**src/hdl/assert_macros.svh**
```systemverilog
// Assertion helper macros used by the band-to-column converter back end.
// Needs a clock named clk and an active-low reset named rst_n in the using scope.
`ifndef ASSERT_MACROS_SVH
`define ASSERT_MACROS_SVH

// Check a property on every clock edge outside reset.
`define RBHC_ASSERT(lbl, prop, msg) \
  lbl: assert property (@(posedge clk) disable iff (!rst_n) prop) else $error(msg);

// Check that a condition never holds outside reset.
`define RBHC_NEVER(lbl, cond, msg) \
  lbl: assert property (@(posedge clk) disable iff (!rst_n) !(cond)) else $error(msg);

`endif

```
**src/hdl/rbhc_pkg.sv**
```systemverilog
// Shared types and constants for the band-to-column converter.
// No dependencies; used by every module of the block.
package rbhc_pkg;

  localparam int BandRowsDefault = 48;
  localparam int MaxBandRows     = 64;

  localparam int ByteW   = 8;
  localparam int MarginW = 8;
  localparam int ColsW   = 10;
  localparam int RowsW   = 12;
  localparam int SkipW   = 10;
  localparam int CountW  = 13;
  localparam int FeedW   = $clog2(MaxBandRows + 1);
  localparam int DoneW   = RowsW + 1;

  localparam int CmdQDepth = 2;

  localparam int RegIdxW = 2;
  localparam int AddrW   = RegIdxW + 2;
  localparam int DataW   = 32;

  typedef enum logic [RegIdxW-1:0] {
    RegLeftMargin,
    RegStartOffset,
    RegColumnBytes,
    RegTotalRows
  } reg_idx_t;

  typedef struct packed {
    logic [MarginW-1:0] left_margin;
    logic [MarginW-1:0] start_offset;
    logic [ColsW-1:0]   column_bytes;
    logic [RowsW-1:0]   total_rows;
  } cfg_t;

  // One unit of work for the back end: band prefix, data group and feed.
  typedef struct packed {
    logic              has_prefix;
    logic              has_cr;
    logic [SkipW-1:0]  skip;
    logic [CountW-1:0] gwidth;
    logic              has_data;
    logic              has_feed;
    logic [FeedW-1:0]  feed;
  } cmd_t;

endpackage

```
**src/hdl/rbhc_cmdq.sv**
```systemverilog
// Short command queue between the front and back ends.
// Depends on rbhc_pkg for the command type and depth.
module rbhc_cmdq (
  input  logic          clk,
  input  logic          rst_n,
  input  logic          push,
  input  rbhc_pkg::cmd_t din,
  output logic          full,
  input  logic          pop,
  output logic          valid,
  output rbhc_pkg::cmd_t dout
);

  localparam int Depth = rbhc_pkg::CmdQDepth;
  localparam int PtrW  = (Depth > 1) ? $clog2(Depth) : 1;
  localparam int CntW  = $clog2(Depth + 1);

  rbhc_pkg::cmd_t        entry_r [Depth];
  logic [PtrW-1:0]       wr_ptr_r, wr_ptr_nxt;
  logic [PtrW-1:0]       rd_ptr_r, rd_ptr_nxt;
  logic [CntW-1:0]       cnt_r, cnt_nxt;
  logic                  do_push, do_pop;

  assign full    = (cnt_r == CntW'(Depth));
  assign valid   = (cnt_r != '0);
  assign dout    = entry_r[rd_ptr_r];
  assign do_push = push && !full;
  assign do_pop  = pop && valid;

  always_comb begin
    wr_ptr_nxt = wr_ptr_r;
    rd_ptr_nxt = rd_ptr_r;
    cnt_nxt    = cnt_r;
    if (do_push) begin
      wr_ptr_nxt = (wr_ptr_r == PtrW'(Depth - 1)) ? '0 : wr_ptr_r + PtrW'(1);
    end
    if (do_pop) begin
      rd_ptr_nxt = (rd_ptr_r == PtrW'(Depth - 1)) ? '0 : rd_ptr_r + PtrW'(1);
    end
    if (do_push && !do_pop) begin
      cnt_nxt = cnt_r + CntW'(1);
    end else if (do_pop && !do_push) begin
      cnt_nxt = cnt_r - CntW'(1);
    end
  end

  always_ff @(posedge clk) begin
    if (!rst_n) begin
      wr_ptr_r <= '0;
      rd_ptr_r <= '0;
      cnt_r    <= '0;
    end else begin
      wr_ptr_r <= wr_ptr_nxt;
      rd_ptr_r <= rd_ptr_nxt;
      cnt_r    <= cnt_nxt;
    end
  end

  always_ff @(posedge clk) begin
    if (do_push) begin
      entry_r[wr_ptr_r] <= din;
    end
  end

endmodule

```
**src/hdl/rbhc_front.sv**
```systemverilog
// Front end: accepts row bytes, tracks row/column/band position, builds
// commands and collects each column group. Depends on rbhc_pkg.
module rbhc_front #(
  parameter int BAND_ROWS = rbhc_pkg::BandRowsDefault
) (
  input  logic                                   clk,
  input  logic                                   rst_n,
  input  rbhc_pkg::cfg_t                         cfg,
  input  logic                                   push,
  output logic                                   full,
  input  logic [rbhc_pkg::ByteW-1:0]             in_pixel_byte,
  output logic                                   cmd_push,
  output rbhc_pkg::cmd_t                         cmd,
  input  logic                                   cmdq_full,
  input  logic                                   bank_busy,
  output logic                                   bank_load,
  output logic [BAND_ROWS/8*8-1:0][rbhc_pkg::ByteW-1:0] bank_data
);

  localparam int Blocks = BAND_ROWS / 8;
  localparam int NB     = Blocks * 8;
  localparam int RowW   = $clog2(BAND_ROWS);
  localparam int ColsW  = rbhc_pkg::ColsW;
  localparam int DoneW  = rbhc_pkg::DoneW;
  localparam int FeedW  = rbhc_pkg::FeedW;
  localparam int SkipW  = rbhc_pkg::SkipW;

  logic [RowW-1:0]                      row_r, row_nxt;
  logic [ColsW-1:0]                     col_r, col_nxt;
  logic [DoneW-1:0]                     done_r, done_nxt;
  logic                                 open_r, open_nxt;
  logic [NB-1:0][rbhc_pkg::ByteW-1:0]   line_r, line_nxt, line_sh;

  logic [ColsW-1:0]  cols;
  logic [ColsW:0]    col_inc;
  logic [DoneW-1:0]  total_x, diff;
  logic [FeedW-1:0]  rem, feed;
  logic              last_row, needs_cmd, accept, store, band_end, page_end;

  always_comb begin
    cols      = (cfg.column_bytes == '0) ? ColsW'(1) : cfg.column_bytes;
    last_row  = (row_r == RowW'(BAND_ROWS - 1));
    needs_cmd = !open_r || last_row;
    full      = (needs_cmd && cmdq_full) || (last_row && bank_busy);
    accept    = push && !full;
    // rows beyond the last full block are dropped
    store     = ({1'b0, row_r} < (RowW + 1)'(NB));

    for (int i = 0; i < NB - 1; i++) begin
      line_sh[i] = line_r[i + 1];
    end
    line_sh[NB-1] = in_pixel_byte;
    line_nxt = (accept && store) ? line_sh : line_r;

    col_inc  = {1'b0, col_r} + (ColsW + 1)'(1);
    band_end = (col_inc >= {1'b0, cols});
    total_x  = {1'b0, cfg.total_rows};
    page_end = ((done_r + DoneW'(BAND_ROWS)) >= total_x);
    diff     = total_x - done_r;
    if (page_end) begin
      rem = (total_x > done_r) ? FeedW'(diff) : '0;
    end else begin
      rem = FeedW'(BAND_ROWS);
    end
    feed = {rem[FeedW-1:1], 1'b0};

    cmd.has_prefix = !open_r;
    cmd.has_cr     = (done_r == '0);
    cmd.skip       = SkipW'({cfg.left_margin, 1'b0}) + SkipW'(cfg.start_offset);
    cmd.gwidth     = {cols, 3'b000};
    cmd.has_data   = last_row;
    cmd.has_feed   = last_row && band_end && (feed != '0);
    cmd.feed       = feed;

    cmd_push  = accept && needs_cmd;
    bank_load = accept && last_row;
    bank_data = line_nxt;

    row_nxt  = row_r;
    col_nxt  = col_r;
    done_nxt = done_r;
    open_nxt = open_r;
    if (accept) begin
      open_nxt = 1'b1;
      if (last_row) begin
        row_nxt = '0;
        if (band_end) begin
          col_nxt  = '0;
          open_nxt = 1'b0;
          done_nxt = page_end ? '0 : done_r + DoneW'(BAND_ROWS);
        end else begin
          col_nxt = col_inc[ColsW-1:0];
        end
      end else begin
        row_nxt = row_r + RowW'(1);
      end
    end
  end

  always_ff @(posedge clk) begin
    if (!rst_n) begin
      row_r  <= '0;
      col_r  <= '0;
      done_r <= '0;
      open_r <= 1'b0;
    end else begin
      row_r  <= row_nxt;
      col_r  <= col_nxt;
      done_r <= done_nxt;
      open_r <= open_nxt;
    end
  end

  always_ff @(posedge clk) begin
    line_r <= line_nxt;
  end

endmodule

```
**src/hdl/rbhc_back.sv**
```systemverilog
// Back end: walks each command through its byte sequences, transposes the
// held column group and drives the result register. Depends on rbhc_pkg.
`include "assert_macros.svh"

module rbhc_back #(
  parameter int BAND_ROWS = rbhc_pkg::BandRowsDefault
) (
  input  logic                                   clk,
  input  logic                                   rst_n,
  input  logic                                   cmd_valid,
  input  rbhc_pkg::cmd_t                         cmd,
  output logic                                   cmd_pop,
  input  logic                                   bank_load,
  input  logic [BAND_ROWS/8*8-1:0][rbhc_pkg::ByteW-1:0] bank_data,
  output logic                                   bank_busy,
  input  logic                                   pop,
  output logic                                   out_valid,
  output logic [rbhc_pkg::ByteW-1:0]             out_byte,
  output logic [rbhc_pkg::CountW-1:0]            out_repeat_count,
  output logic                                   out_last_of_run
);

  localparam int Blocks = BAND_ROWS / 8;
  localparam int NB     = Blocks * 8;
  localparam int IdxW   = $clog2(NB);
  localparam int CountW = rbhc_pkg::CountW;
  localparam int ByteW  = rbhc_pkg::ByteW;

  localparam logic [ByteW-1:0] CodeFs  = 8'd28;
  localparam logic [ByteW-1:0] CodeC   = 8'd67;
  localparam logic [ByteW-1:0] CodeB   = 8'd66;
  localparam logic [ByteW-1:0] CodeJ   = 8'd74;
  localparam logic [ByteW-1:0] CodeArg = 8'd4;
  localparam logic [ByteW-1:0] CodeCr  = 8'd13;

  typedef enum logic [2:0] {
    PH_CR,
    PH_HDR1,
    PH_ZERO,
    PH_HDR2,
    PH_DATA,
    PH_FEED
  } phase_t;

  phase_t                              phase_r, phase_nxt, nph, first_ph;
  logic [IdxW-1:0]                     idx_r, idx_nxt;
  logic                                cur_valid_r, cur_valid_nxt;
  logic                                out_valid_r, out_valid_nxt;
  logic                                busy_r, busy_nxt;
  logic [ByteW-1:0]                    byte_r, byte_nxt;
  logic [CountW-1:0]                   rep_r, rep_nxt;
  logic                                last_r, last_nxt;
  rbhc_pkg::cmd_t                      cur_r;
  logic [Blocks-1:0][7:0][ByteW-1:0]   bank_r, bank_rot;

  logic              out_free, beat, ph_end, nv, load, data_beat;
  logic [ByteW-1:0]  beat_byte, dbyte;
  logic [CountW-1:0] beat_rep, zrep;

  function automatic logic [ByteW-1:0] hdr_byte(logic [IdxW-1:0] i, logic [CountW-1:0] c);
    logic [ByteW-1:0] b;
    case (int'(i))
      0:       b = CodeFs;
      1:       b = CodeC;
      2:       b = CodeB;
      3, 4:    b = CodeArg;
      5:       b = c[7:0];
      default: b = ByteW'(c[CountW-1:8]);
    endcase
    return b;
  endfunction

  function automatic logic [ByteW-1:0] feed_byte(logic [IdxW-1:0] i,
                                                 logic [rbhc_pkg::FeedW-1:0] f);
    logic [ByteW-1:0] b;
    case (int'(i))
      0:       b = CodeFs;
      1:       b = CodeC;
      2:       b = CodeJ;
      3:       b = CodeArg;
      4:       b = ByteW'(f);
      default: b = CodeCr;
    endcase
    return b;
  endfunction

  always_comb begin
    // rotate blocks; the block just sent moves to the back, one column on
    for (int b = 0; b < Blocks - 1; b++) begin
      bank_rot[b] = bank_r[b + 1];
    end
    for (int r = 0; r < 8; r++) begin
      bank_rot[Blocks-1][r] = {bank_r[0][r][ByteW-2:0], 1'b0};
      dbyte[7 - r]          = bank_r[0][r][ByteW-1];
    end

    zrep = CountW'(cur_r.skip) * CountW'(Blocks);

    if (cmd.has_prefix) begin
      first_ph = cmd.has_cr ? PH_CR : PH_HDR1;
    end else begin
      first_ph = cmd.has_data ? PH_DATA : PH_FEED;
    end

    beat_byte = '0;
    beat_rep  = CountW'(1);
    ph_end    = 1'b0;
    nph       = PH_FEED;
    nv        = 1'b0;
    unique case (phase_r)
      PH_CR: begin
        beat_byte = CodeCr;
        ph_end    = 1'b1;
        nph       = PH_HDR1;
        nv        = 1'b1;
      end
      PH_HDR1: begin
        beat_byte = hdr_byte(idx_r, CountW'(cur_r.skip));
        ph_end    = (idx_r == IdxW'(6));
        nph       = (cur_r.skip != '0) ? PH_ZERO : PH_HDR2;
        nv        = 1'b1;
      end
      PH_ZERO: begin
        beat_byte = '0;
        beat_rep  = zrep;
        ph_end    = 1'b1;
        nph       = PH_HDR2;
        nv        = 1'b1;
      end
      PH_HDR2: begin
        beat_byte = hdr_byte(idx_r, cur_r.gwidth);
        ph_end    = (idx_r == IdxW'(6));
        nph       = cur_r.has_data ? PH_DATA : PH_FEED;
        nv        = cur_r.has_data || cur_r.has_feed;
      end
      PH_DATA: begin
        beat_byte = dbyte;
        ph_end    = (idx_r == IdxW'(NB - 1));
        nph       = PH_FEED;
        nv        = cur_r.has_feed;
      end
      PH_FEED: begin
        beat_byte = feed_byte(idx_r, cur_r.feed);
        ph_end    = (idx_r == IdxW'(5));
      end
      default: begin
        ph_end = 1'b1;
      end
    endcase

    out_free  = !out_valid_r || pop;
    beat      = cur_valid_r && out_free;
    data_beat = beat && (phase_r == PH_DATA);
    load      = cmd_valid && (!cur_valid_r || (beat && ph_end && !nv));
    cmd_pop   = load;

    phase_nxt     = phase_r;
    idx_nxt       = idx_r;
    cur_valid_nxt = cur_valid_r;
    out_valid_nxt = out_valid_r;
    byte_nxt      = byte_r;
    rep_nxt       = rep_r;
    last_nxt      = last_r;

    if (beat) begin
      out_valid_nxt = 1'b1;
      byte_nxt      = beat_byte;
      rep_nxt       = beat_rep;
      last_nxt      = ph_end && !nv;
      if (ph_end) begin
        idx_nxt = '0;
        if (nv) begin
          phase_nxt = nph;
        end else begin
          cur_valid_nxt = 1'b0;
        end
      end else begin
        idx_nxt = idx_r + IdxW'(1);
      end
    end else if (out_free) begin
      out_valid_nxt = 1'b0;
    end

    if (load) begin
      cur_valid_nxt = 1'b1;
      phase_nxt     = first_ph;
      idx_nxt       = '0;
    end

    busy_nxt = busy_r;
    if (bank_load) begin
      busy_nxt = 1'b1;
    end else if (data_beat && ph_end) begin
      busy_nxt = 1'b0;
    end
  end

  always_ff @(posedge clk) begin
    if (!rst_n) begin
      phase_r     <= PH_CR;
      idx_r       <= '0;
      cur_valid_r <= 1'b0;
      out_valid_r <= 1'b0;
      busy_r      <= 1'b0;
    end else begin
      phase_r     <= phase_nxt;
      idx_r       <= idx_nxt;
      cur_valid_r <= cur_valid_nxt;
      out_valid_r <= out_valid_nxt;
      busy_r      <= busy_nxt;
    end
    byte_r <= byte_nxt;
    rep_r  <= rep_nxt;
    last_r <= last_nxt;
  end

  always_ff @(posedge clk) begin
    if (load) begin
      cur_r <= cmd;
    end
    if (bank_load) begin
      bank_r <= bank_data;
    end else if (data_beat) begin
      bank_r <= bank_rot;
    end
  end

  assign bank_busy        = busy_r;
  assign out_valid        = out_valid_r;
  assign out_byte         = byte_r;
  assign out_repeat_count = rep_r;
  assign out_last_of_run  = last_r;

  `RBHC_NEVER(a_no_load_while_busy, bank_load && busy_r, "bank overwritten before drained")
  `RBHC_ASSERT(a_data_needs_bank, cur_valid_r && (phase_r == PH_DATA) |-> busy_r, "data phase with empty bank")
  `RBHC_ASSERT(a_idle_takes_cmd, !cur_valid_r && cmd_valid |=> cur_valid_r, "idle back end ignored queued command")

endmodule

```
**src/hdl/raster_band_to_print_head_columns.sv**
```systemverilog
// Top level of the band-to-print-head-column converter: config registers,
// front end, command queue and back end. Depends on rbhc_pkg and all rbhc_ modules.
//
// Usage:
//   Input channel: write pixel bytes with push while full is low, in band order:
//   for each column byte of a band, the BAND_ROWS row bytes top to bottom.
//   Result channel: while empty is low, out_byte/out_repeat_count/out_last_of_run
//   show the oldest result beat; pop takes it. out_last_of_run marks the final
//   beat caused by one input byte; inputs that cause nothing produce no beat.
//   Config: APB-style write of left_margin, start_offset, column_bytes and
//   total_rows at byte addresses 0, 4, 8, 12; only while the block is idle.
// Result path: an input that starts a band or closes a column group queues a
//   command; empty falls once its first beat reaches the output register.
// Throughput: one result beat per cycle from the output register while the
//   receiver pops; input bytes go in one per cycle, except that a byte that
//   needs a command waits while the command queue is full, and the last row
//   of a column group waits until the previous group's 8*(BAND_ROWS/8) data
//   beats have left the transpose bank.
// Reset: synchronous, active low; clears position counters, the command queue
//   and the output register; registers return to margin 0, offset 0, one column
//   byte, zero rows. A stalled receiver holds the current beat; the queue then
//   fills and full rises.
module raster_band_to_print_head_columns #(
  parameter int BAND_ROWS = rbhc_pkg::BandRowsDefault
) (
  input  logic                              clk,
  input  logic                              rst_n,
  // input channel
  input  logic                              push,
  output logic                              full,
  input  logic [rbhc_pkg::ByteW-1:0]        in_pixel_byte,
  // result channel
  output logic                              empty,
  input  logic                              pop,
  output logic [rbhc_pkg::ByteW-1:0]        out_byte,
  output logic [rbhc_pkg::CountW-1:0]       out_repeat_count,
  output logic                              out_last_of_run,
  // config port
  input  logic                              psel,
  input  logic                              penable,
  input  logic                              pwrite,
  input  logic [rbhc_pkg::AddrW-1:0]        paddr,
  input  logic [rbhc_pkg::DataW-1:0]        pwdata,
  output logic [rbhc_pkg::DataW-1:0]        prdata,
  output logic                              pready
);

  localparam int NB = BAND_ROWS / 8 * 8;

  rbhc_pkg::cfg_t    cfg_r, cfg_nxt;
  rbhc_pkg::reg_idx_t reg_idx;
  logic              cfg_wr;

  rbhc_pkg::cmd_t    fe_cmd, q_cmd;
  logic              fe_cmd_push, q_full, q_valid, q_pop;
  logic              bank_load, bank_busy, out_valid;
  logic [NB-1:0][rbhc_pkg::ByteW-1:0] bank_data;

  // register file: zero wait states, index from the word address
  assign pready  = 1'b1;
  assign reg_idx = rbhc_pkg::reg_idx_t'(paddr[rbhc_pkg::AddrW-1:2]);
  assign cfg_wr  = psel && penable && pwrite && pready;

  always_comb begin
    cfg_nxt = cfg_r;
    if (cfg_wr) begin
      unique case (reg_idx)
        rbhc_pkg::RegLeftMargin:  cfg_nxt.left_margin  = pwdata[rbhc_pkg::MarginW-1:0];
        rbhc_pkg::RegStartOffset: cfg_nxt.start_offset = pwdata[rbhc_pkg::MarginW-1:0];
        rbhc_pkg::RegColumnBytes: cfg_nxt.column_bytes = pwdata[rbhc_pkg::ColsW-1:0];
        rbhc_pkg::RegTotalRows:   cfg_nxt.total_rows   = pwdata[rbhc_pkg::RowsW-1:0];
        default: ;
      endcase
    end
  end

  always_comb begin
    unique case (reg_idx)
      rbhc_pkg::RegLeftMargin:  prdata = rbhc_pkg::DataW'(cfg_r.left_margin);
      rbhc_pkg::RegStartOffset: prdata = rbhc_pkg::DataW'(cfg_r.start_offset);
      rbhc_pkg::RegColumnBytes: prdata = rbhc_pkg::DataW'(cfg_r.column_bytes);
      rbhc_pkg::RegTotalRows:   prdata = rbhc_pkg::DataW'(cfg_r.total_rows);
      default:                  prdata = '0;
    endcase
  end

  always_ff @(posedge clk) begin
    if (!rst_n) begin
      cfg_r.left_margin  <= '0;
      cfg_r.start_offset <= '0;
      cfg_r.column_bytes <= rbhc_pkg::ColsW'(1);
      cfg_r.total_rows   <= '0;
    end else begin
      cfg_r <= cfg_nxt;
    end
  end

  // front: position tracking and command build
  rbhc_front #(
    .BAND_ROWS (BAND_ROWS)
  ) u_front (
    .clk           (clk),
    .rst_n         (rst_n),
    .cfg           (cfg_r),
    .push          (push),
    .full          (full),
    .in_pixel_byte (in_pixel_byte),
    .cmd_push      (fe_cmd_push),
    .cmd           (fe_cmd),
    .cmdq_full     (q_full),
    .bank_busy     (bank_busy),
    .bank_load     (bank_load),
    .bank_data     (bank_data)
  );

  // decouple: the front keeps taking rows while the back drains beats
  rbhc_cmdq u_cmdq (
    .clk   (clk),
    .rst_n (rst_n),
    .push  (fe_cmd_push),
    .din   (fe_cmd),
    .full  (q_full),
    .pop   (q_pop),
    .valid (q_valid),
    .dout  (q_cmd)
  );

  // back: sequence headers, transposed data and feeds into the result register
  rbhc_back #(
    .BAND_ROWS (BAND_ROWS)
  ) u_back (
    .clk              (clk),
    .rst_n            (rst_n),
    .cmd_valid        (q_valid),
    .cmd              (q_cmd),
    .cmd_pop          (q_pop),
    .bank_load        (bank_load),
    .bank_data        (bank_data),
    .bank_busy        (bank_busy),
    .pop              (pop),
    .out_valid        (out_valid),
    .out_byte         (out_byte),
    .out_repeat_count (out_repeat_count),
    .out_last_of_run  (out_last_of_run)
  );

  assign empty = !out_valid;

endmodule
```
**config.mk**
```make
export PLATFORM = sky130hd
export DESIGN_NAME = raster_band_to_print_head_columns
export DESIGN_NICKNAME = d
export VERILOG_FILES = /design/src/hdl/rbhc_pkg.sv /design/src/hdl/rbhc_cmdq.sv /design/src/hdl/rbhc_front.sv /design/src/hdl/rbhc_back.sv /design/src/hdl/raster_band_to_print_head_columns.sv
export VERILOG_INCLUDE_DIRS = /design/src /design/src/hdl
export SDC_FILE = /design/constraint.sdc
export NUM_CORES = 1
export LEC_CHECK = 0
export ABC_AREA = 1
export BUFFER_PORTS_ARGS = -buffer_cell sky130_fd_sc_hd__buf_2
export CAP_MARGIN = 15
export CELL_PAD_IN_SITES_DETAIL_PLACEMENT = 0
export CELL_PAD_IN_SITES_GLOBAL_PLACEMENT = 1
export CORE_MARGIN = 3
export CORE_UTILIZATION = 45
export CTS_CLUSTER_DIAMETER = 60
export CTS_CLUSTER_SIZE = 12
export DETAILED_ROUTE_END_ITERATION = 6
export GPL_TIMING_DRIVEN = 1
export PLACE_DENSITY_LB_ADDON = 0.2
export SYNTH_ARGS = -nofsm -noshare
export SYNTH_HDL_FRONTEND = slang
export SYNTH_SLANG_ARGS = --single-unit
```
**constraint.sdc**
```tcl
create_clock -name clk -period 33.2 [get_ports clk]
set_input_delay 6.64 -clock clk [delete_from_list [all_inputs] [get_ports clk]]
set_output_delay 6.64 -clock clk [all_outputs]
set_load 0.05 [all_outputs]
```
==> results of run 1 <==
==> routing by layer <==
layer,share of wire,up-vias,routed length (um),GRT usage
li1,-,14200,-,-
met1,0.50,12800,42200,0.269
met2,0.44,367,36900,0.285
met3,0.039,97,3280,0.0280
met4,0.015,0,1220,0.0411
met5,0,-,0,0
==> path summary, 6_finish.rpt <==
path | start | to | cells past startpoint
worst min register to register | u_front.line_r[348]$_DFF_P_ | u_front.line_r[340]$_DFF_P_ | 2
worst max register to register | u_front.row_r[0]$_SDFFE_PN0P_ | u_back.bank_r[101]$_DFFE_PP_ | 14
worst min-delay path | u_front.line_r[348]$_DFF_P_ | u_front.line_r[340]$_DFF_P_ | 2
worst max-delay path | paddr[3] | prdata[0] | 6
==> state kept, by name, indices dropped and copies added, names as in the netlist, named ones only <==
| signal | count |
|---|---|
| u_back.out_last_of_run | 1 |
| u_cmdq.entry_r | 60 |
| u_back.out_repeat_count | 13 |
| u_back.bank_r | 384 |
| u_front.row_r | 6 |
| u_back.idx_r | 6 |
| u_front.done_r | 9 |
| u_front.line_r | 384 |
| u_cmdq.wr_ptr_r | 1 |
| u_back.bank_busy | 1 |
| u_back.out_byte | 8 |
| u_cmdq.cnt_r | 2 |
| u_back.cur_valid_r | 1 |
| u_front.col_r | 10 |
| u_front.open_r | 1 |
| u_back.phase_r | 3 |
| u_back.out_valid | 1 |
| u_cmdq.rd_ptr_r | 1 |
| cfg_r | 38 |
| u_back.cur_r | 28 |
==> cell usage in the layout, fill, tap and decap left out, drive strengths merged, types with 2 or more instances in the layout <==
master,instances
a22oi,2
nor3,15
ha,60
fa,2
dfxtp,465
a21oi,76
xor2,16
nand3,54
inv,148
buf,91
a21boi,2
nand4,14
nand2,2188
o31ai,4
o21ai,461
or2,3
o2111ai,9
a21o,3
edfxtp,494
o221ai,2
clkbuf,155
nor2,122
o211ai,5
conb,23
clkinv,11
xnor2,10
o22ai,2
==> cell families (layout without fill, tap and decap cells) <==
kind of cell,Yosys count,in the layout
xor gates and xnor gates,26,26
adders and majority gates,62,62
and+or+nand+nor,2400,2400
DFF,959,959
buffers and inverters,406,406
AOI/OAI and AO/OA,570,570
muxes,1,1
other,2,24
==> through the flow <==
step	hold WS [ps]	std cells
6_report	459	5592
3_3_place_gp	447	5423
5_1_grt	480	5592
2_1_floorplan	438	4447
4_1_cts	463	5591
3_5_place_dp	453	5423
==> where the power goes <==
| group | leakage, nW | switching (mW) | internal (mW) |
|---|---|---|---|
| Sequential | 8.28 | 0.0868 | 1.49 |
| Combinational | 9.22 | 0.356 | 0.138 |
| Clock | 1.32 | 0.443 | 0.541 |
==> cell type report <==
| cell class | count | area [um^2] | share of cell area |
|---|---|---|---|
| antenna | 1 | 2.50 | 0.0000585 |
| clock buffer | 155 | 2630 | 0.0616 |
| clock inverter | 13 | 109 | 0.00255 |
| inverter | 147 | 572 | 0.0134 |
| multi-input combinational | 3082 | 13300 | 0.311 |
| sequential | 959 | 24100 | 0.565 |
| tap | 1144 | 1430 | 0.0335 |
| timing repair buffer | 91 | 548 | 0.0128 |
==> worst min-delay path: stages (launching register included) <==
cell     delay, ps
dfxtp_1        300
nand2_1         60
nand2_1         60
==> flow_summary.json, run 1 <==
{
  "status": "finished clean",
  "dp_hpwl_um": 46700,
  "ys.flop_type": "edfxtp_1",
  "start_kind": "primary input",
  "synth.most_common_cell": "nand2_1",
  "timing.final.ws_setup_ps": 18590,
  "grt_overflow": 0,
  "grt_use_total": 0.183,
  "dieHeight_um": 302,
  "setup_viol": 0,
  "fin_util": 0.497,
  "cp.buffers_inverters": 4,
  "cp_slowest_cell": "nor2_1",
  "syn_inst": 4426,
  "fmax_mhz": 68.4,
  "yosysTopAreaCell": "edfxtp_1",
  "synth_cell_types": 50,
  "drc_errors": 0,
  "port_buffers": 64,
  "drv_cap": 0,
  "initial_core_util": 0.459,
  "path_delay_family": "buffers and inverters",
  "synth-edff-count": 494,
  "fin_crit_sh": 0.440,
  "syn_area_um2": 39500,
  "hold_buffers": 0,
  "clock_latency_ps": 640,
  "ant_nets": 0,
  "final_cell_area_um2": 42700,
  "worstPathArrival_ps": 7970,
  "critPathKind": "in2out",
  "ys_top_cells_by_area": "edfxtp_1 38%, dfxtp_1 24%, nand2_1 21%, o21ai_0 3.7%, o21ai_1 2.2%",
  "antenna_found_initial": 1,
  "async_flop_share": 0,
  "root_buffer": "clkbuf_16",
  "htreeDepth": 3,
  "tritoncts": "yes",
  "die_w_um": 302,
  "fill_cells": 8181,
  "die-area_um2": 91300,
  "endpoint_kind": "primary output",
  "grt_pass1_vias": 26200,
  "cts_sinks": 959,
  "firstDrtPassIters": 5,
  "cts_resized": 0,
  "ir_drop_v": 0.0000417,
  "path_max_fanout": 8,
  "routed_wl_um": 83600,
  "gp_congestion": 0.837,
  "nNetsFinal": 4487,
  "cts_buffers": 93,
  "viasPerCell": 4.92,
  "netlist.area_leader.share": 0.376,
  "synth_fa_ha_area_frac": 0.0200,
  "hold_viol": 0,
  "powerDensity_nw_per_um2": 71.3,
  "muxShareOfSynthArea": 0.000254,
  "place_area_um2": 40000,
  "power_mw": 3.05,
  "vias": 27500,
  "drv_slew": 0,
  "hp-class": "reg2reg",
  "synthSimpleGateAreaFrac": 0.233,
  "r2r_slack_ps": 26340,
  "areaGrowthSynthToFinish_pct": 8.30,
  "num_rows": 107,
  "synthXorXnorAreaFrac": 0.00577,
  "grt_max_degree": 251,
  "final_layout_size_suffix_gt1_frac": 0.0504,
  "clk_pin_slew_ps": 60,
  "ys_warn_count": 0,
  "cpPeakStageDelay_ps": 410,
  "post_cts_buffers": 0,
  "fin_crit_ps": 14610,
  "io_pins": 108,
  "synth_top_family_by_area": "simple AND/OR/NAND/NOR gates",
  "dr.first_iter.drc_count": 2031,
  "crit_chain": "buf_2 -> inv_1 -> nor2_1 -> inv_1 -> o2111ai_1 -> buf_2",
  "wire_per_inst_um": 15.0,
  "synth_compound_area_frac": 0.0748,
  "tightest_slew_ps": 1280,
  "max-slew-margin-rel": 0.149,
  "syn_area_per_cell_um2": 8.92,
  "setup_tns_ps": 0,
  "required_ps": 26560,
  "pre_cts_ws_ps": 18600,
  "skew_ps": 23.1,
  "yosysSeqAreaShare": 0.612,
  "leakagePower_nw": 18.8,
  "core_um2": 86100,
  "rsz0062_at_grt": "no",
  "ys_top_cells_by_count": "2183 x nand2_1, 494 x edfxtp_1, 465 x dfxtp_1",
  "grt_pass1_wl_um": 138000,
  "synth-seq-cells": 959,
  "cts_buffer_depth": 3
}
Note: power is estimated with default switching activity, not from simulation.
==> run 2, diff against run 1 <==
Clock period 33.2 ns to 13.68 ns, I/O delays scaled along.
==> flow_summary.json, run 2 (synthesis gave the netlist of run 1 again) <==
{
  "max-slew-margin-rel": 0.240,
  "start_kind": "primary input",
  "whs_path_depth": 2,
  "p_sw_mw": 2.16,
  "fin_crit_sh": 0.500,
  "drc_errors": 0,
  "die-area_um2": 91300,
  "cts_buffers": 94,
  "grt_pass1_wl_um": 139000,
  "setup_viol": 0,
  "fin_cells": 5596,
  "use_met3": 0.0297,
  "drv_cap": 0,
  "final_layout_size_suffix_gt1_frac": 0.0510,
  "post_cts_buffers": 0,
  "final_common_cell": "nand2_1",
  "hold_viol": 0,
  "leakagePower_nw": 18.9,
  "internal_power_mw": 5.33,
  "ant_nets": 0,
  "seqPwrFrac": 0.509,
  "dr.first_iter.drc_count": 1937,
  "r2r_slack_ps": 8350,
  "root_buffer": "clkbuf_16",
  "placed_cells": 5421,
  "cts_resized": 0,
  "setup_tns_ps": 0,
  "fmax_mhz": 146,
  "clk_pin_slew_ps": 60,
  "ir_drop_v": 0.0000984,
  "initial_core_util": 0.459,
  "grt.busiest_layer": "met2",
  "endpoint_kind": "primary output",
  "viasPerCell": 4.92,
  "r2r-end": "u_back.bank_r[338]$_DFFE_PP_",
  "top_regs": "u_back.bank_r x384, u_front.line_r x384, u_cmdq.entry_r x60",
  "final_cell_mix": "2183 x nand2_1, 494 x edfxtp_1, 465 x dfxtp_1, 290 x o21ai_0, 170 x o21ai_1",
  "tritoncts": "yes",
  "gp_congestion": 0.850,
  "port_buffers": 64,
  "num_rows": 107,
  "die_w_um": 302,
  "grt_overflow": 0,
  "tightest_slew_ps": 1140,
  "diodes": 0,
  "core_um2": 86100,
  "comb_power_share": 0.161,
  "clock_latency_ps": 660,
  "powerDensity_nw_per_um2": 175,
  "path_max_fanout": 8,
  "nNetsFinal": 4487,
  "grt_use_total": 0.183,
  "worstPathArrival_ps": 4100,
  "htreeDepth": 3,
  "required_ps": 10940,
  "fill_cells": 8252,
  "grt_max_degree": 237,
  "routed_wl_um": 83400,
  "met1_usage": 0.263,
  "dp_hpwl_um": 46700,
  "rr_startpoint": "u_front.row_r[0]$_SDFFE_PN0P_",
  "rsz0062_at_grt": "no",
  "skew_ps": 22.9,
  "use_met2": 0.293,
  "grt_pass1_vias": 26600,
  "areaGrowthSynthToFinish_pct": 8.68,
  "hp-class": "reg2reg",
  "wire_per_inst_um": 14.9,
  "r2r_cells": 12,
  "status": "finished clean",
  "cts_buffer_depth": 3,
  "critPathKind": "in2out",
  "timing.critical_path.from": "paddr[3]",
  "power_mw": 7.49,
  "io_pins": 108,
  "cts_sinks": 959,
  "fin_crit_ps": 6840,
  "hold_buffers": 0,
  "firstDrtPassIters": 5,
  "drv_slew": 0,
  "dieHeight_um": 302,
  "vias": 27500,
  "hold_start": "u_front.line_r[46]$_DFF_P_",
  "clockPowerShare": 0.330,
  "antenna_found_initial": 0,
  "timing.final.ws_setup_ps": 6840,
  "switching_share": 0.289,
  "hold_end": "u_front.line_r[38]$_DFF_P_",
  "pre_cts_ws_ps": 6430
}
-- run 2: cell types whose count changed in the layout (fill, tap and decap cells not counted), sizes merged --
cell	previous run	this run
bufinv	0	4
inv	148	152
clkinv	11	8
buf	91	90
clkbuf	155	156
diode	1	0
-- run 2: power by group through the flow --
stage	combinational (mW)	clock, mW	sequential (mW)
final	1.20	2.47	3.82
after global routing	1.39	2.67	3.87
after CTS	1.21	2.55	3.82
after detailed placement	1.21	0	3.87
after global placement	1.20	0	3.87
after floorplan	0.898	0	3.93
-- run 2: worst max-delay path: stages --
cell       delay [ps]
buf_2             110
inv_1              50
nor2_1            480
inv_1             210
o2111ai_1         220
buf_2             290
-- run 2: final cells by class --
class	instances	area, um^2	area share
inverter	147	572	0.0133
clock inverter	18	267	0.00621
timing repair buffer	90	573	0.0134
tap	1144	1430	0.0334
clock buffer	156	2610	0.0607
sequential	959	24100	0.563
multi-input combinational	3082	13300	0.310
-- run 2: per-stage QoR --
| stage | hold WS (ps) | cell area, um^2 | utilization |
|---|---|---|---|
| floorplan | 438 | 39600 | - |
| global placement | 449 | 40000 | 0.465 |
| detailed placement | 453 | 40000 | 0.465 |
| CTS | 455 | 42900 | 0.498 |
| global route | 471 | 42900 | 0.498 |
| finish | 459 | 42900 | 0.498 |
-- run 2: metal layers --
| metal | share of wire | up-vias |
|---|---|---|
| met1 | 0.50 | 12900 |
| met3 | 0.036 | 98 |
| met2 | 0.45 | 345 |
| li1 | - | 14200 |
| met4 | 0.016 | 0 |
| met5 | 0 | - |
-- run 2: how the worst max path moves through the flow --
stage	cells past startpoint	endpoint	slack [ps]
finish	6	prdata[0]	6840
global route	6	prdata[0]	6800
CTS	6	prdata[0]	6880
detailed placement	7	u_back.bank_r[269]$_DFFE_PP_	6430
global placement	7	u_back.bank_r[333]$_DFFE_PP_	6450
floorplan	3	u_back.bank_r[0]$_DFFE_PP_	100
==> run 3, diff against run 2 <==
Settings changed: ABC_AREA 1 to 0.
Clock period 13.68 ns to 7.1 ns, I/O delays scaled along.
==> flow_summary.json, run 3 <==
{
  "status": "finished clean",
  "ir_drop_v": 0.000238,
  "yosysSeqAreaShare": 0.624,
  "ys_top_cells_by_count": "1202 x nand2_1, 494 x edfxtp_1, 457 x dfxtp_1",
  "pre_cts_ws_ps": 2100,
  "clk_pin_slew_ps": 60,
  "worstPathArrival_ps": 4570,
  "areaGrowthSynthToFinish_pct": 9.93,
  "path_delay_family": "buffers and inverters",
  "hold_slack_ps": 475,
  "post_cts_buffers": 0,
  "final_common_cell": "nand2_1",
  "switching_share": 0.261,
  "syn_area_per_cell_um2": 11.5,
  "clock_latency_ps": 640,
  "syn_inst": 3349,
  "syn_area_um2": 38400,
  "synth.most_common_cell": "nand2_1",
  "num_rows": 106,
  "grt_overflow": 0,
  "wl_met3_um": 2820,
  "rr_startpoint": "u_back.out_valid$_SDFFE_PN0P_",
  "ant_nets": 0,
  "root_buffer": "clkbuf_16",
  "leakagePower_nw": 17.1,
  "rsz0062_at_grt": "no",
  "r2r_slack_ps": 3280,
  "ys.flop_type": "edfxtp_1",
  "initial_core_util": 0.457,
  "ys_top_cells_by_area": "edfxtp_1 39%, dfxtp_1 24%, mux2_2 12%, nand2_1 12%, ha_1 2.0%",
  "synth-seq-cells": 951,
  "cts_resized": 0,
  "seqPwrFrac": 0.526,
  "max-slew-margin-rel": 0.251,
  "io_pins": 108,
  "synth_cell_types": 73,
  "largest_reg_flops": 384,
  "async_flop_share": 0,
  "grt_use_total": 0.164,
  "drc_errors": 0,
  "firstDrtPassIters": 5,
  "timing.critical_path.from": "pop",
  "fin_crit_ps": 4310,
  "cp.buffers_inverters": 3,
  "cp_slowest_cell": "clkinv_1",
  "cts_sinks": 951,
  "gp_congestion": 0.795,
  "hold_buffers": 0,
  "p_sw_mw": 3.70,
  "required_ps": 7360,
  "tightest_slew_ps": 1110,
  "dieHeight_um": 298,
  "crit_chain": "buf_2 -> o21ai_0 -> clkinv_1 -> nand2_1 -> nand2_8 -> buf_12",
  "synth-edff-count": 494,
  "timing.final.ws_setup_ps": 2790,
  "internal_power_mw": 10.5,
  "r2r_cells": 6,
  "setup_tns_ps": 0,
  "setup_viol": 0,
  "yosysTopAreaCell": "edfxtp_1",
  "dr_wl_met2_um": 34600,
  "core_um2": 84100,
  "clockPowerShare": 0.331,
  "ys_warn_count": 0,
  "comb_power_share": 0.142,
  "antenna_found_initial": 5,
  "cts_buffers": 94,
  "tritoncts": "yes",
  "vias": 22900,
  "fin_crit_sh": 0.607,
  "start_kind": "primary input",
  "nNetsFinal": 3473,
  "fin_cells": 4572,
  "grt_pass1_vias": 23400,
  "critPathKind": "in2reg",
  "hold_viol": 0,
  "cpPeakStageDelay_ps": 930,
  "fmax_mhz": 232,
  "powerDensity_nw_per_um2": 335,
  "port_buffers": 64,
  "grt_max_degree": 186,
  "viasPerCell": 5.00,
  "final_cell_mix": "1201 x nand2_1, 494 x edfxtp_1, 457 x dfxtp_1, 405 x mux2_2, 97 x clkbuf_16",
  "routed_wl_um": 73000,
  "drv_cap": 0,
  "cp.depth": 6,
  "top_regs": "u_back.bank_r x384, u_front.line_r x376, u_cmdq.entry_r x60",
  "final_layout_size_suffix_gt1_frac": 0.183,
  "regMostFlops": "u_back.bank_r",
  "die_w_um": 298,
  "hp-class": "reg2reg",
  "wl_met1_um": 34000,
  "fill_cells": 7609,
  "dp_hpwl_um": 43800,
  "grt_pass1_wl_um": 121000,
  "die-area_um2": 88900,
  "endpoint_kind": "flip-flop",
  "wire_per_inst_um": 16.0,
  "highest_layer": "met5",
  "htreeDepth": 3,
  "r2r-end": "u_back.bank_r[71]$_DFFE_PP_",
  "drv_slew": 0,
  "cts_buffer_depth": 3,
  "netlist.area_leader.share": 0.386,
  "hold_start": "u_front.col_r[3]$_SDFFE_PN0P_",
  "dr.first_iter.drc_count": 1261,
  "fin_util": 0.502,
  "path_max_fanout": 117,
  "placed_cells": 4398,
  "crit_end": "u_back.bank_r[71]$_DFFE_PP_",
  "skew_ps": 22.3
}
==> run 3: cells by family after synthesis <==
kind of cell | share of synthesized area
flip-flops | 0.624
XOR/XNOR | 0.00843
buffers and inverters | 0.0354
multiplexers | 0.133
other | 0.000195
AO/OA/AOI/OAI | 0.0279
AND/OR/NAND/NOR | 0.150
adder cells (fa/ha/maj) | 0.0206
==> run 3: area by class of cell <==
class	instances	area (um^2)	area share
flip-flops and latches	951	24000	0.568
multi-input cells	2163	13200	0.313
repair buffers	81	510	0.0121
diodes	2	5.00	0.000118
inverters	69	259	0.00613
clock inverters	17	185	0.00438
clock buffers	155	2680	0.0633
well taps	1134	1420	0.0336
==> run 3: worst min-delay path by stage <==
stage          cells after the start                             to
2_1_floorplan                      2  u_front.col_r[4]$_SDFFE_PN0P_
3_3_place_gp                       2  u_front.col_r[4]$_SDFFE_PN0P_
3_5_place_dp                       2  u_front.col_r[4]$_SDFFE_PN0P_
4_1_cts                            2  u_front.col_r[4]$_SDFFE_PN0P_
5_1_grt                            2  u_front.col_r[4]$_SDFFE_PN0P_
6_report                           2  u_front.col_r[3]$_SDFFE_PN0P_
==> run 3: power by group through the flow <==
stage          Sequential (mW)  Combinational (mW)  Clock, mW
2_1_floorplan             7.48                1.62          0
3_3_place_gp              7.53                1.97          0
3_5_place_dp              7.58                2.04          0
4_1_cts                   7.46                2.05       4.84
5_1_grt                   7.58                2.23       5.07
6_report                  7.45                2.02       4.69
==> run 3: through the flow <==
step	instance area (um^2)	total power [mW]
2_1_floorplan	38500	9.10
3_3_place_gp	39400	9.51
3_5_place_dp	39400	9.62
4_1_cts	42200	14.4
5_1_grt	42200	14.9
6_report	42200	14.2
==> run 3: tightest hold or removal path: cells and delay by family (launching register included) <==
kind             cells  cell delay (ps)
flip-flops           1              330
AND/OR/NAND/NOR      2              100
==> run 3: metal layers <==
metal / track usage / vias to the layer above
met2: 0.274 / 262
met3: 0.0340 / 127
met5: 0 / -
met1: 0.216 / 11100
li1: - / 11400
met4: 0.0475 / 6
